[config.mk]
export PLATFORM = sky130hd
export DESIGN_NAME = gcd_cordic_cell
export DESIGN_NICKNAME = d
export VERILOG_FILES = /design/src/rtl/gcd_pkg.sv /design/src/rtl/gcd_cordic_cell.sv
export SDC_FILE = /design/constraint.sdc
export NUM_CORES = 1
export LEC_CHECK = 0
export ABC_AREA = 1
export ABC_CLOCK_PERIOD_IN_PS = 8400
export BUFFER_PORTS_ARGS = -buffer_cell sky130_fd_sc_hd__buf_2
export CAP_MARGIN = 20
export CORE_ASPECT_RATIO = 0.8
export CORE_MARGIN = 4
export CORE_UTILIZATION = 45
export DETAILED_ROUTE_END_ITERATION = 7
export PLACE_DENSITY = 0.68
export SKIP_LAST_GASP = 1
export SYNTH_ARGS = -nofsm -noshare
export SYNTH_HDL_FRONTEND = slang
export SYNTH_SLANG_ARGS = --single-unit
export TNS_END_PERCENT = 5
[constraint.sdc]
create_clock -name clk -period 8.4 [get_ports clk]
set_input_delay 1.68 -clock clk [delete_from_list [all_inputs] [get_ports clk]]
set_output_delay 1.68 -clock clk [all_outputs]
set_load 0.02 [all_outputs]
[src/rtl/gcd_pkg.sv]
package gcd_pkg;

  // Coordinates enter as 16-bit signed values; latitude fields are sign-extended.
  localparam int COORD_W = 16;

  // Angles in Q30 radians, wide enough for sums and differences of any two inputs.
  localparam int ANG_W = 37;

  // Datapath width of the CORDIC cells.
  localparam int CW = 34;

  localparam int CORDIC_STEPS = 30;
  localparam int SQRT_STEPS   = 31;
  localparam int SQ_W         = 62;

  localparam int DIST_W = 17;
  localparam logic [DIST_W-1:0] DIAG_DISTANCE = 17'd99999;

  localparam int FIFO_AW    = 7;
  localparam int FIFO_DEPTH = 1 << FIFO_AW;

  // Registers from the accepting clock edge to the final distance register.
  localparam int PIPE_LAT = 111;

  localparam logic signed [CW-1:0] GAIN_Q30 = 34'sd652032874;
  localparam logic signed [CW-1:0] ONE_Q30  = 34'sd1073741824;

  localparam logic signed [ANG_W-1:0] PI_A      = 37'sd3373259426;
  localparam logic signed [ANG_W-1:0] HALF_PI_A = 37'sd1686629713;
  localparam logic signed [ANG_W-1:0] TWO_PI_A  = 37'sd6746518852;
  localparam logic signed [ANG_W-1:0] FOUR_PI_A = 37'sd13493037704;

  function automatic logic signed [CW-1:0] atan_q30(input logic [4:0] step);
    logic signed [CW-1:0] a;
    case (step)
      5'd0:  a = 34'sd843314857;
      5'd1:  a = 34'sd497837829;
      5'd2:  a = 34'sd263043837;
      5'd3:  a = 34'sd133525159;
      5'd4:  a = 34'sd67021687;
      5'd5:  a = 34'sd33543516;
      5'd6:  a = 34'sd16775851;
      5'd7:  a = 34'sd8388437;
      5'd8:  a = 34'sd4194283;
      5'd9:  a = 34'sd2097149;
      5'd10: a = 34'sd1048576;
      5'd11: a = 34'sd524288;
      5'd12: a = 34'sd262144;
      5'd13: a = 34'sd131072;
      5'd14: a = 34'sd65536;
      5'd15: a = 34'sd32768;
      5'd16: a = 34'sd16384;
      5'd17: a = 34'sd8192;
      5'd18: a = 34'sd4096;
      5'd19: a = 34'sd2048;
      5'd20: a = 34'sd1024;
      5'd21: a = 34'sd512;
      5'd22: a = 34'sd256;
      5'd23: a = 34'sd128;
      5'd24: a = 34'sd64;
      5'd25: a = 34'sd32;
      5'd26: a = 34'sd16;
      5'd27: a = 34'sd8;
      5'd28: a = 34'sd4;
      5'd29: a = 34'sd2;
      default: a = '0;
    endcase
    return a;
  endfunction

endpackage

[src/rtl/gcd_cordic_cell.sv]
module gcd_cordic_cell (
  input  logic                          clk,
  input  logic                          vec,
  input  logic [4:0]                    step,
  input  logic signed [gcd_pkg::CW-1:0] x_in,
  input  logic signed [gcd_pkg::CW-1:0] y_in,
  input  logic signed [gcd_pkg::CW-1:0] z_in,
  output logic signed [gcd_pkg::CW-1:0] x,
  output logic signed [gcd_pkg::CW-1:0] y,
  output logic signed [gcd_pkg::CW-1:0] z
);
  import gcd_pkg::*;

  logic signed [CW-1:0] dx;
  logic signed [CW-1:0] dy;
  logic signed [CW-1:0] ang;
  logic                 pos;

  always_comb begin
    dx  = y_in >>> step;
    dy  = x_in >>> step;
    ang = atan_q30(step);
    // Rotation mode follows the residual angle, vectoring mode drives y to zero.
    pos = vec ? (y_in <= 0) : (z_in >= 0);
  end

  always_ff @(posedge clk) begin
    if (pos) begin
      x <= x_in - dx;
      y <= y_in + dy;
      z <= z_in - ang;
    end else begin
      x <= x_in + dx;
      y <= y_in - dy;
      z <= z_in + ang;
    end
  end

endmodule

==> key figures <==
Hold path
  • Hold endpoint: z[1]$_DFF_P_
  • Hold Startpoint: z_in[1]
  • Hold depth: 2
  • Hold WC Path Type: in -> reg

Clock tree
  • Sink Count: between 100 and 150
  • H-tree depth: 3
  • Clock root buffer master: clkbuf_16
  • Clock transition at path regs: ~0.070 ns
  • CTS tree: done
  • CTS Buf Count: 9
  • CTS resizes: 0
  • Max clock buf depth: 2
  • Post-CTS Hold Fix Bufs: 0
  • Post-CTS setup buffers: 0

Place
  • Final GP Congestion: between 0.9 and 1
  • Dpl ws: roughly 1.1 ns
  • DP HPWL: a little under 50000 um
  • Post-Place Cell Area: ~0.016 mm2
  • IO buf count: 210

Floorplan
  • Die height: about 170 um
  • Core area: about 0.031 mm2
  • Cell Rows: 58
  • Die X: 208 um
  • I/O pins: around 210
  • Die area: ~0.035 mm2
  • Starting Density: 45.8%

Logic synthesis
  • Synth area leader: nand2_1
  • Number of enable flip-flop cells after synthesis: 0
  • Yosys cell types: 50
  • Cells after synthesis: ~2500
  • Post-synthesis instance area: ~0.014 mm2
  • Syn nets: 2709
  • Asr flop ratio synth: 0%
  • Yosys reg bits: 102
  • Most instantiated cells after synthesis: nand2_1 (804), nand3_1 (377), inv_1 (224), nor2_1 (202), a21oi_1 (123)
  • Count leader, synth: nand2_1
  • Area contributors post-synth: nand2_1 (21%), dfxtp_1 (14%), nand3_1 (13%), ha_1 (9.6%), xor2_1 (7.3%)
  • Register area share after synthesis: 14.2%
  • Share of the synthesized area in the top cell type: a little over a fifth
  • Synth warnings: 0
  • Mapped Avg Cell Area: roughly 5.8 um2
  • Main synth FF type: dfxtp_1

Setup path
  • CP dominant cell by count: nand2_1
  • Max incr delay on CP: 0.57 ns
  • WP data required: 8.66 ns
  • Critical Path End Type: register
  • Crit-path slowest cell: a21boi_0
  • Crit Path Class: in -> reg
  • Critical-path cell list: buf_2, inv_2, buf_4, ha_1, nor3_1, nor2_1, a32oi_2, nand2_1, nor2_2, nand2_1, o31ai_2, o21ai_1, xnor2_1, ha_1, a21oi_1, inv_1, a31oi_1, a21boi_0, inv_1, nand2_1, nand2_1, a21boi_0, o21ai_0, xor2_1
  • Startpoint types: primary input
  • CP arrival: 7.28 ns
  • Max FO, Critical Path: 35

Timing
  • Final max-slew violation count: 0
  • Unrepaired setup endpoints after global routing: false
  • Max Clock Freq: 142 MHz
  • Sum of negative setup slack: 0 ns
  • Worst Slack Setup Final: 1.38 ns
  • Final setup viols: 0
  • Final hold slack: roughly 1.6 ns
  • Max_slew headroom: 44.4%
  • Worst slew pin tran: 0.835 ns
  • Min cycle time layout: around 7 ns
  • Period utilization: about 84%
  • Final number of hold-violating endpoints: 0

Routing
  • Avg WL per Cell: 19.1 um
  • 1st-iter DRT viols: around 1900
  • Final ANT Viol Nets: 0
  • Vias per cell: roughly 5.7
  • Vias: approximately 17000
  • DRC errors left: 0
  • Drt total wl: approximately 59000 um
  • DR pass1 iterations: 6

Pwr
  • Peak VDD IR: about 0.00023 V
  • Leak Pwr: between 0.008 and 0.009 uW
  • Cell Pwr Density: between 200 and 250 mW/mm2

Global routing
  • Vias in the first global route: 16100
  • First-pass GRT wire length: roughly 90000 um
  • Grt ovf: 0
  • Initial antenna violation count: 0
  • All-Layer GR Usage: about 32%
  • Largest net degree at the start of global routing: 77

Cells and area
  • Area grow syn2layout: 10.8%
  • Core Util, Final: about half
  • Antenna cell count: 0
  • Layout cell share with drive strength beyond 1: 11.6%
  • Layout Nets: about 2900
  • Design Area, Final: 0.0160 mm2

Flow run
  • Number of max-cap violations: 0

Status
  • Status: finished clean
placed cells by master, fill, tap and decap left out, drive strengths merged, types with 2 or more instances in the layout:
cell    netlist  final
a211oi        6      6
a21boi        9      9
a21o         13     13
a21oi       124    124
a22oi         2      2
a31oi        24     24
and2          3      3
buf          62    224
bufinv        0      2
clkbuf       17     12
dfxtp       102    102
fa            3      3
ha          110    110
inv         240    241
nand2       816    816
nand3       382    382
nand3b        6      6
nand4        17     17
nor2        223    223
nor3         18     18
nor4          6      6
nor4b         2      2
o211ai        9      9
o21a          7      7
o21ai       104    104
o221a         3      3
o221ai        5      5
o31ai         3      3
xnor2        46     46
xor2        120    120
power breakdown:
group	internal [uW]	switching [uW]	leakage (uW)
combinational	683	1430	0.00749
sequential	718	53.2	0.000861
clock	272	219	0.000157
total	1670	1700	0.00851
logic make-up (layout without fill, tap and decap cells):
group	count (synthesis)	count (layout)	share of synthesized area [%]
buf+inv	319	480	9.52
simple gates	1475	1475	43.7
fa+ha+maj	113	113	9.97
flops	102	102	14.2
xor+xnor	167	167	10.2
compound gates	311	311	12.4
layer usage:
layer | vias to the layer above | wire length (um) | track usage [%]
li1 | 8480 | - | -
met1 | 7960 | 28000 | 48.8
met2 | 838 | 23700 | 47.5
met3 | 82 | 5440 | 5.53
met4 | 0 | 1400 | 8.59
met5 | - | 0 | 0
area by class of cell:
type,count,area [um2]
Inverter,240,908
Multi-Input combinational cell,2066,11000
Clock buffer,12,246
Timing Repair Buffer,224,1160
Sequential cell,102,2040
Tap cell,420,526
Fill cell,3405,15500
Clock inverter,4,77.6
worst max-delay path: cells and delay by family:
kind            cells  cell delay (ns)
simple gates        7             0.88
xor+xnor            2             0.34
fa+ha+maj           2             0.75
compound gates      8             2.04
buf+inv             5             1.54
sequential cells by signal, summed over array words and instances, names as in the netlist:
register / count
x: 34
y: 34
z: 34
stage by stage:
stage / std cells / power [uW]
6_report: 3068 / 3370
5_1_grt: 3068 / 3630
4_1_cts: 3068 / 3370
3_5_place_dp: 3052 / 2870
3_3_place_gp: 3052 / 2870
2_1_floorplan: 2487 / 2210
worst max path at each step:
stage,startpoint,end,slack [ns],cells past startpoint
after floorplan,step[0],z[24]$_DFF_P_,3.03,24
after global placement,step[1],z[24]$_DFF_P_,1.22,24
after detailed placement,step[1],z[24]$_DFF_P_,1.13,24
after CTS,step[1],z[24]$_DFF_P_,1.51,24
after global routing,step[1],z[24]$_DFF_P_,0.83,27
final,step[1],z[24]$_DFF_P_,1.38,24
Power figures use the tool's default switching activity.
