$ cat src/rtl/gcd_pkg.sv
package gcd_pkg;

  // Coordinates enter as 16-bit signed values; latitude fields are sign-extended.
  localparam int COORD_W = 16;

  // Angles in Q30 radians, wide enough for sums and differences of any two inputs.
  localparam int ANG_W = 37;

  // Datapath width of the CORDIC cells.
  localparam int CW = 34;

  localparam int CORDIC_STEPS = 30;
  localparam int SQRT_STEPS   = 31;
  localparam int SQ_W         = 62;

  localparam int DIST_W = 17;
  localparam logic [DIST_W-1:0] DIAG_DISTANCE = 17'd99999;

  localparam int FIFO_AW    = 7;
  localparam int FIFO_DEPTH = 1 << FIFO_AW;

  // Registers from the accepting clock edge to the final distance register.
  localparam int PIPE_LAT = 111;

  localparam logic signed [CW-1:0] GAIN_Q30 = 34'sd652032874;
  localparam logic signed [CW-1:0] ONE_Q30  = 34'sd1073741824;

  localparam logic signed [ANG_W-1:0] PI_A      = 37'sd3373259426;
  localparam logic signed [ANG_W-1:0] HALF_PI_A = 37'sd1686629713;
  localparam logic signed [ANG_W-1:0] TWO_PI_A  = 37'sd6746518852;
  localparam logic signed [ANG_W-1:0] FOUR_PI_A = 37'sd13493037704;

  function automatic logic signed [CW-1:0] atan_q30(input logic [4:0] step);
    logic signed [CW-1:0] a;
    case (step)
      5'd0:  a = 34'sd843314857;
      5'd1:  a = 34'sd497837829;
      5'd2:  a = 34'sd263043837;
      5'd3:  a = 34'sd133525159;
      5'd4:  a = 34'sd67021687;
      5'd5:  a = 34'sd33543516;
      5'd6:  a = 34'sd16775851;
      5'd7:  a = 34'sd8388437;
      5'd8:  a = 34'sd4194283;
      5'd9:  a = 34'sd2097149;
      5'd10: a = 34'sd1048576;
      5'd11: a = 34'sd524288;
      5'd12: a = 34'sd262144;
      5'd13: a = 34'sd131072;
      5'd14: a = 34'sd65536;
      5'd15: a = 34'sd32768;
      5'd16: a = 34'sd16384;
      5'd17: a = 34'sd8192;
      5'd18: a = 34'sd4096;
      5'd19: a = 34'sd2048;
      5'd20: a = 34'sd1024;
      5'd21: a = 34'sd512;
      5'd22: a = 34'sd256;
      5'd23: a = 34'sd128;
      5'd24: a = 34'sd64;
      5'd25: a = 34'sd32;
      5'd26: a = 34'sd16;
      5'd27: a = 34'sd8;
      5'd28: a = 34'sd4;
      5'd29: a = 34'sd2;
      default: a = '0;
    endcase
    return a;
  endfunction

endpackage

$ cat src/rtl/gcd_sqrt_cell.sv
module gcd_sqrt_cell (
  input  logic                      clk,
  input  logic [4:0]                step,
  input  logic [gcd_pkg::SQ_W-1:0]  n_in,
  input  logic [gcd_pkg::SQ_W-1:0]  r_in,
  output logic [gcd_pkg::SQ_W-1:0]  n,
  output logic [gcd_pkg::SQ_W-1:0]  r
);
  import gcd_pkg::*;

  logic [5:0]      sh;
  logic [SQ_W-1:0] bitv;
  logic [SQ_W-1:0] trial;

  always_comb begin
    sh    = 6'(2 * (SQRT_STEPS - 1)) - {step, 1'b0};
    bitv  = SQ_W'(1) << sh;
    trial = r_in + bitv;
  end

  always_ff @(posedge clk) begin
    if (n_in >= trial) begin
      n <= n_in - trial;
      r <= (r_in >> 1) + bitv;
    end else begin
      n <= n_in;
      r <= r_in >> 1;
    end
  end

endmodule

$ cat config.mk
export PLATFORM = sky130hd
export DESIGN_NAME = gcd_sqrt_cell
export DESIGN_NICKNAME = d
export VERILOG_FILES = /design/src/rtl/gcd_pkg.sv /design/src/rtl/gcd_sqrt_cell.sv
export SDC_FILE = /design/constraint.sdc
export NUM_CORES = 1
export LEC_CHECK = 0
export BUFFER_PORTS_ARGS = -buffer_cell sky130_fd_sc_hd__buf_4
export CAP_MARGIN = 25
export CORE_MARGIN = 2
export CORE_UTILIZATION = 30
export DETAILED_ROUTE_END_ITERATION = 10
export GPL_TIMING_DRIVEN = 0
export PLACE_DENSITY = 0.59
export SKIP_LAST_GASP = 1
export SLEW_MARGIN = 20
export SYNTH_ARGS = -nofsm -noshare
export SYNTH_HDL_FRONTEND = slang
export SYNTH_SLANG_ARGS = --single-unit
export TNS_END_PERCENT = 100
$ cat constraint.sdc
create_clock -name clk -period 7.75 [get_ports clk]
set_input_delay 1.55 -clock clk [delete_from_list [all_inputs] [get_ports clk]]
set_output_delay 1.55 -clock clk [all_outputs]
set_load 0.02 [all_outputs]
==> metrics.md, run 1 <==
| Metric | Value |
|---|---|
| # setup viols final | `0` |
| Core area | `approximately 0.043 mm²` |
| Routed Antenna Nets | `0` |
| Starting Density | `approximately 30%` |
| # fillers | `about 4500` |
| Total number of vias | `approximately 15000` |
| Largest cells by area after synthesis | `dfxtp_1 (19%), ha_1 (10%), xnor2_1 (7.3%)` |
| #FFs+latches synth | `~120` |
| Post-Synthesis Cells | `between 1500 and 2000` |
| Initial antenna violation count | `2` |
| Crit path DAT | `8.00 ns` |
| Post-layout util | `between 40% and 50%` |
| Simple-gate area share of the yosys netlist | `approximately 24%` |
| Hold-fix buffers, CTS | `0` |
| DRC errors left | `0` |
| Uppermost layer routed | `met4` |
| TritonRoute pass-1 iters | `6` |
| Crit path buf inv count | `6` |
| TritonCTS Buffers | `17` |
| Clock network power share | `between 30% and 40%` |
| Clock Sink Count | `124` |
| Routed WL | `54.7 mm` |
| CP Launch Type | `primary input` |
| Leading cell type in the layout, fill and taps excluded | `buf_4` |
| Syn Nets | `about 2000` |
| Max-slew headroom | `42.5%` |
| Outcome | `complete, no violations` |
| Largest family of logic cells by synthesized area | `compound AO/OA/AOI/OAI gates` |
| Clk slew on worst S/H paths | `0.06 ns` |
| Max-Cap Viols | `0` |
| Number of flops mapped to enable cells by yosys | `0` |
| Gr ovfl total | `0` |
| Leading area contributor after synthesis | `dfxtp_1` |
| Pwr Density | `between 150 and 200 mW/mm²` |
| Vias in the first global route | `between 10000 and 15000` |
| Net switching power | `roughly 1.1 mW` |
| Main synth FF type | `dfxtp_1` |
| Cell mode on critical path | `buf_4` |
| Yosys warning count | `0` |
| Post-route clock period utilization | `between 90 and 100%` |
| Multi-input gate area in the final layout | `roughly 0.011 mm²` |
| Max VDD drop | `approximately 0.00013 V` |
| Area of the die | `~0.045 mm²` |
| Area Overhead vs Synth | `32.9%` |
| Clk buf depth | `2` |
| IO Port Bufs | `approximately 250` |
| Sw Share | `38.7%` |
| Synth cell types | `89` |
| Lkg Pwr | `between 7 and 8 nW` |
| Synth Cell Area | `0.0130 mm²` |
| Hold Vio Cnt, Final | `0` |
| Setup TNS Final | `0 ns` |
| Fin Hold WS | `about 1.3 ns` |
| Global placer's final weighted congestion | `a little over 0.9` |
| Syn_area_per_cell | `7.24 µm²` |
| Slew Viols, Final | `0` |
| WP data required | `approximately 8 ns` |
| Die H | `212 µm` |
| Root buffer cell | `clkbuf_16` |
| Drt first-iter violations | `1267` |
| Slowest Stage Delay on Critical Path | `0.55 ns` |
| Post-synthesis compound-gate area fraction | `approximately 27%` |
| Hold Path Class | `in2reg` |
| Worst Path Class, Setup | `in2reg` |
| Met3 wire len | `around 3.6 mm` |
| Synth async-reset ratio | `0%` |
| Synth Area in Adders | `a little under an eighth` |
| Global-route wire length before repair | `just over 80 mm` |
| Slew @ Worst Pin | `between 0.8 and 0.9 ns` |
| Vias per cell | `5.45` |
| DP HPWL | `44.3 mm` |
| DR WL/cell | `20.4 µm` |
| Seq pwr share | `26.5%` |
| Crit-path max FO | `10` |
| Int Pwr | `approximately 1.8 mW` |
| H-tree Lvls | `4` |
| Share of cells above drive strength 1 | `a little under a quarter` |
| CTS tree | `yes` |
| Met2 WL | `approximately 24 mm` |
| Sequential cell area | `approximately 0.0025 mm²` |
| Min Tclk post-route | `between 7 and 8 ns` |
| Crit path capture type | `register` |
| Pin count of the biggest net entering global routing | `17` |
| Number of core rows | `76` |
| Maximum clock rate | `between 0.1 and 0.15 GHz` |
| Multiplexer share of the synthesized area | `~1.4%` |
| Most frequent cells in the layout | `buf_4 (289), nand2_1 (229), nor2_1 (136), o21ai_0 (127), dfxtp_1 (124)` |
| Ports | `between 200 and 300` |
| GRT Resource Usage Total | `approximately a quarter` |
| Hold path depth | `3` |
| WP depth | `32` |
| Slowest CP cell | `or4_4` |
| Die Wd | `between 200 and 250 µm` |
| Post-synthesis sequential area ratio | `a little under a fifth` |
| Xor and xnor fraction of the mapped netlist area | `between 10% and 20%` |
| Nets@finish | `between 2000 and 2500` |
| Crit path max-delay family | `simple AND/OR/NAND/NOR gates` |
| Met1 WL | `25.4 mm` |
| Yosys top cell area share | `approximately a fifth` |
| Combinational cell fraction of total power | `43.6%` |
-- worst paths after layout --
kind,end,slack [ns],startpoint
worst max-delay path,n[61]$_DFF_P_,0.15,step[1]
worst min-delay path,n[32]$_DFF_P_,1.29,n_in[32]
-- kinds of logic (layout without fill, tap and decap cells) --
kind of cell	count (synthesis)	after routing
buf+inv	139	438
xor+xnor	188	188
simple gates	657	657
fa+ha+maj	119	119
other cells	0	3
compound gates	555	555
flops	124	124
mux	14	14
-- layout make-up --
class | count | area share [%]
well taps | 585 | 4.23
clock inverters | 14 | 1.11
diodes | 3 | 0.0434
inverters | 47 | 1.09
flip-flops and latches | 124 | 14.4
clock buffers | 18 | 2.48
plain buffers | 71 | 2.72
multi-input cells | 1533 | 61.2
repair buffers | 288 | 12.8
-- layer usage --
| layer | vias up | global-route usage [%] |
|---|---|---|
| li1 | 7091 | - |
| met1 | 6884 | 32.9 |
| met2 | 567 | 36.3 |
| met3 | 74 | 4.03 |
| met4 | 0 | 8.92 |
| met5 | - | 0 |
-- flip-flops by register name, indices dropped and copies added, names as in the netlist --
signal	count
r	62
n	62
-- metrics by stage --
stage / setup slack, ns / std cells / instance area (µm²) / power (mW)
floorplan: 0.0350 / 1796 / 13000 / 1.47
global placement: -2.67 / 2626 / 15600 / 1.92
detailed placement: -2.23 / 2627 / 15600 / 1.93
CTS: 0.00248 / 2663 / 16700 / 2.87
global route: -0.0496 / 2682 / 17300 / 3.07
finish: 0.154 / 2683 / 17300 / 2.92
-- cells in the mapped netlist (6+ instances only) --
| master | instances |
|---|---|
| and3_1 | 19 |
| a31o_2 | 6 |
| nor2_1 | 143 |
| or3_1 | 16 |
| a21o_1 | 42 |
| a21oi_1 | 125 |
| maj3_1 | 10 |
| xor2_1 | 79 |
| ha_1 | 108 |
| nor3_1 | 40 |
| mux2_2 | 6 |
| nand2_1 | 234 |
| o21ai_0 | 155 |
| a21boi_0 | 9 |
| nand4_1 | 46 |
| a221oi_1 | 6 |
| nand2b_1 | 18 |
| o221ai_1 | 8 |
| o21a_1 | 13 |
| dfxtp_1 | 124 |
| o21bai_1 | 31 |
| a41oi_1 | 7 |
| o31a_1 | 10 |
| nor4_1 | 12 |
| inv_1 | 46 |
| clkbuf_1 | 71 |
| o21ai_1 | 10 |
| a31oi_1 | 51 |
| o22ai_1 | 7 |
| nor2b_1 | 23 |
| xnor2_1 | 108 |
| o31ai_1 | 13 |
| nand3_1 | 44 |
| o211ai_1 | 8 |
| and2_1 | 22 |
| buf_2 | 17 |
| nand3b_1 | 8 |
-- power by group through the flow --
stage / Combinational (mW) / Sequential [mW] / Clock (mW)
detailed placement: 1.14 / 0.787 / 0
global placement: 1.14 / 0.785 / 0
floorplan: 0.558 / 0.907 / 0
finish: 1.27 / 0.771 / 0.875
CTS: 1.20 / 0.773 / 0.900
global route: 1.36 / 0.780 / 0.926
-- worst min-delay path, delay by kind of cell --
| kind | cells | cell delay [ns] |
|---|---|---|
| buffers and inverters | 1 | 0.09 |
| and+or+nand+nor | 1 | 0.04 |
| AOI/OAI and AO/OA | 1 | 0.05 |
-- repair_timing --
action,CTS,global route
pin swaps,22,36
setup endpoints to repair,124,124
setup buffers,17,22
resized for setup,108,113
gates cloned,0,2
Power figures use the tool's default switching activity.
==> run 2: changes to the inputs <==
--- a/config.mk
+++ b/config.mk
@@ -12,6 +12,7 @@
 export DETAILED_ROUTE_END_ITERATION = 10
 export GPL_TIMING_DRIVEN = 0
 export PLACE_DENSITY = 0.59
+export RECOVER_POWER = 50
 export SKIP_LAST_GASP = 1
 export SLEW_MARGIN = 20
 export SYNTH_ARGS = -nofsm -noshare
==> run 2 against run 1 <==
  * Die area unchanged
  * Maximum frequency down 0.36%
  * Wire length about the same
  * Via count up 0.38%
  * Worst hold slack better by 0.00094 ns
  * Global-route usage unchanged
  * Clock-buffer cell count unchanged
  * First-iteration DRC count up 3.8%
==> metrics.md, run 2 (synthesis results as in run 1) <==
| Metric | Value |
|---|---|
| Total number of vias | `between 10000 and 15000` |
| Area Overhead vs Synth | `29.3%` |
| Pin count of the biggest net entering global routing | `17` |
| Grt met2 use | `between 30% and 40%` |
| Sw Share | `between 30% and 40%` |
| Biggest regs | `n: 62 flops, r: 62 flops` |
| Most frequent cells in the layout | `nand2_1 (229), buf_4 (167), clkbuf_1 (160), nor2_1 (136), o21ai_0 (127)` |
| Crit path capture type | `register` |
| Vias in the first global route | `about 14000` |
| Pwr Density | `about 170 mW/mm²` |
| DRC errors left | `0` |
| Die H | `between 200 and 250 µm` |
| Leading cell type in the layout, fill and taps excluded | `nand2_1` |
| Initial antenna violation count | `2` |
| Clk buf depth | `2` |
| Int Pwr | `around 1.7 mW` |
| Final setup margin | `0.127 ns` |
| Hold-fix buffers, CTS | `0` |
| Max-Cap Viols | `0` |
| IO Port Bufs | `between 200 and 250` |
| GRT Resource Usage Total | `between 20% and 30%` |
| Post-route clock period utilization | `between 90% and 100%` |
| Global placer's final weighted congestion | `0.934` |
| Root buffer cell | `clkbuf_16` |
| # setup viols final | `0` |
| Area of the die | `about 0.045 mm²` |
| Clock Sink Count | `124` |
| TritonRoute pass-1 iters | `6` |
| Gr ovfl total | `0` |
| Min Tclk post-route | `about 7.6 ns` |
| Routed WL | `roughly 55 mm` |
| CP Launch Type | `primary input` |
| Hold Vio Cnt, Final | `0` |
| Global-route wire length before repair | `80.6 mm` |
| Multi-input gate area in the final layout | `~0.011 mm²` |
| Number of core rows | `76` |
| Sequential cell area | `between 0.002 and 0.0025 mm²` |
| Slew @ Worst Pin | `0.859 ns` |
| Pwr Total | `2.83 mW` |
| Slowest Stage Delay on Critical Path | `roughly 0.52 ns` |
| Post-route cell area | `0.0168 mm²` |
| Outcome | `complete, no violations` |
| DP HPWL | `44.3 mm` |
| Starting Density | `between 30% and 40%` |
| DR WL/cell | `approximately 20 µm` |
| Net switching power | `approximately 1.1 mW` |
| Cell mode on critical path | `buf_4` |
| Crit-path max FO | `10` |
| Drt first-iter violations | `about 1300` |
| Lkg Pwr | `roughly 6.6 nW` |
| Max VDD drop | `0.000126 V` |
| Vias per cell | `between 5 and 6` |
| Clock network power share | `a little under a third` |
| Setup crit start | `step[1]` |
| Max-slew headroom | `42.0%` |
| Maximum clock rate | `about 0.13 GHz` |
| Ports | `254` |
| CTS tree | `yes` |
| Die Wd | `about 210 µm` |
| Core area | `approximately 0.043 mm²` |
| Routed Antenna Nets | `0` |
| Layer with the highest usage | `met2` |
| Hold Path Class | `in2reg` |
| Slew Viols, Final | `0` |
| Worst Hold Launch | `n_in[32]` |
| Met1 global-route usage | `about 33%` |
| Slowest CP cell | `or4_1` |
| Share of cells above drive strength 1 | `between 10% and 20%` |
| Setup TNS Final | `0 ns` |
| TritonCTS Buffers | `17` |
| # fillers | `about 4600` |
| Crit path DAT | `about 8 ns` |
| Nets@finish | `between 2000 and 2500` |
| Combinational cell fraction of total power | `a little over two fifths` |
| WP data required | `between 8 and 9 ns` |
| Critical Path End | `n[61]$_DFF_P_` |
| Placed Area | `roughly 0.016 mm²` |
| H-tree Lvls | `4` |
| Pre-CTS setup slack | `-2.23 ns` |
| Clk slew on worst S/H paths | `around 0.060 ns` |
| Met3 GRT Util | `4.03%` |
| Seq pwr share | `a little over a quarter` |
| Worst Path Class, Setup | `in2reg` |
| Fin Hold WS | `between 1 and 1.5 ns` |
## run 2: changes by cell type in the layout (fill, tap and decap cells not counted)
| cell | delta |
|---|---|
| buf_4 | -122 |
| clkbuf_1 | +122 |
## run 2: worst min path at each step
stage / cells past startpoint / to
6_report: 3 / n[32]$_DFF_P_
5_1_grt: 3 / n[32]$_DFF_P_
4_1_cts: 3 / n[32]$_DFF_P_
3_5_place_dp: 3 / n[32]$_DFF_P_
3_3_place_gp: 3 / n[58]$_DFF_P_
2_1_floorplan: 1 / r[11]$_DFF_P_
## run 2: critical path, delay by kind of cell
| family | cells | cell delay [ns] |
|---|---|---|
| AND/OR/NAND/NOR | 12 | 2.62 |
| adder cells (fa/ha/maj) | 3 | 0.83 |
| AO/OA/AOI/OAI | 9 | 1.56 |
| buffers and inverters | 7 | 1.07 |
| XOR/XNOR | 1 | 0.37 |
## run 2: cell type report
type                            count  area share [%]
Clock buffer                       18            2.55
Clock inverter                     14            1.14
Multi-Input combinational cell   1533            62.9
Antenna cell                        3          0.0446
Timing Repair Buffer              288            10.4
Tap cell                          585            4.35
Inverter                           47            1.12
Buffer                             71            2.80
Sequential cell                   124            14.7
## run 2: timing repair
item | in CTS | in global routing
setup buffers | 17 | 22
resized for setup | 108 | 113
pin swaps | 22 | 36
setup endpoints to repair | 124 | 124
hold endpoints to repair | 0 | 0
gates cloned | 0 | 2
## run 2: power by group through the flow
stage / registers, mW / clock network [mW] / logic [mW]
2_1_floorplan: 0.907 / 0 / 0.558
4_1_cts: 0.773 / 0.900 / 1.20
5_1_grt: 0.778 / 0.926 / 1.28
6_report: 0.769 / 0.873 / 1.19
3_3_place_gp: 0.785 / 0 / 1.14
3_5_place_dp: 0.787 / 0 / 1.14
## run 2: routing by layer
layer	wire length, µm	part of all wire [%]
met1	25200	46
met2	24100	44
met3	3810	7.0
met4	1580	2.9
met5	0	0
## run 2: through the flow
stage	utilization, %	std cells
2_1_floorplan	-	1796
6_report	39.2	2683
5_1_grt	39.2	2682
4_1_cts	38.8	2663
3_3_place_gp	36.3	2626
3_5_place_dp	36.3	2627
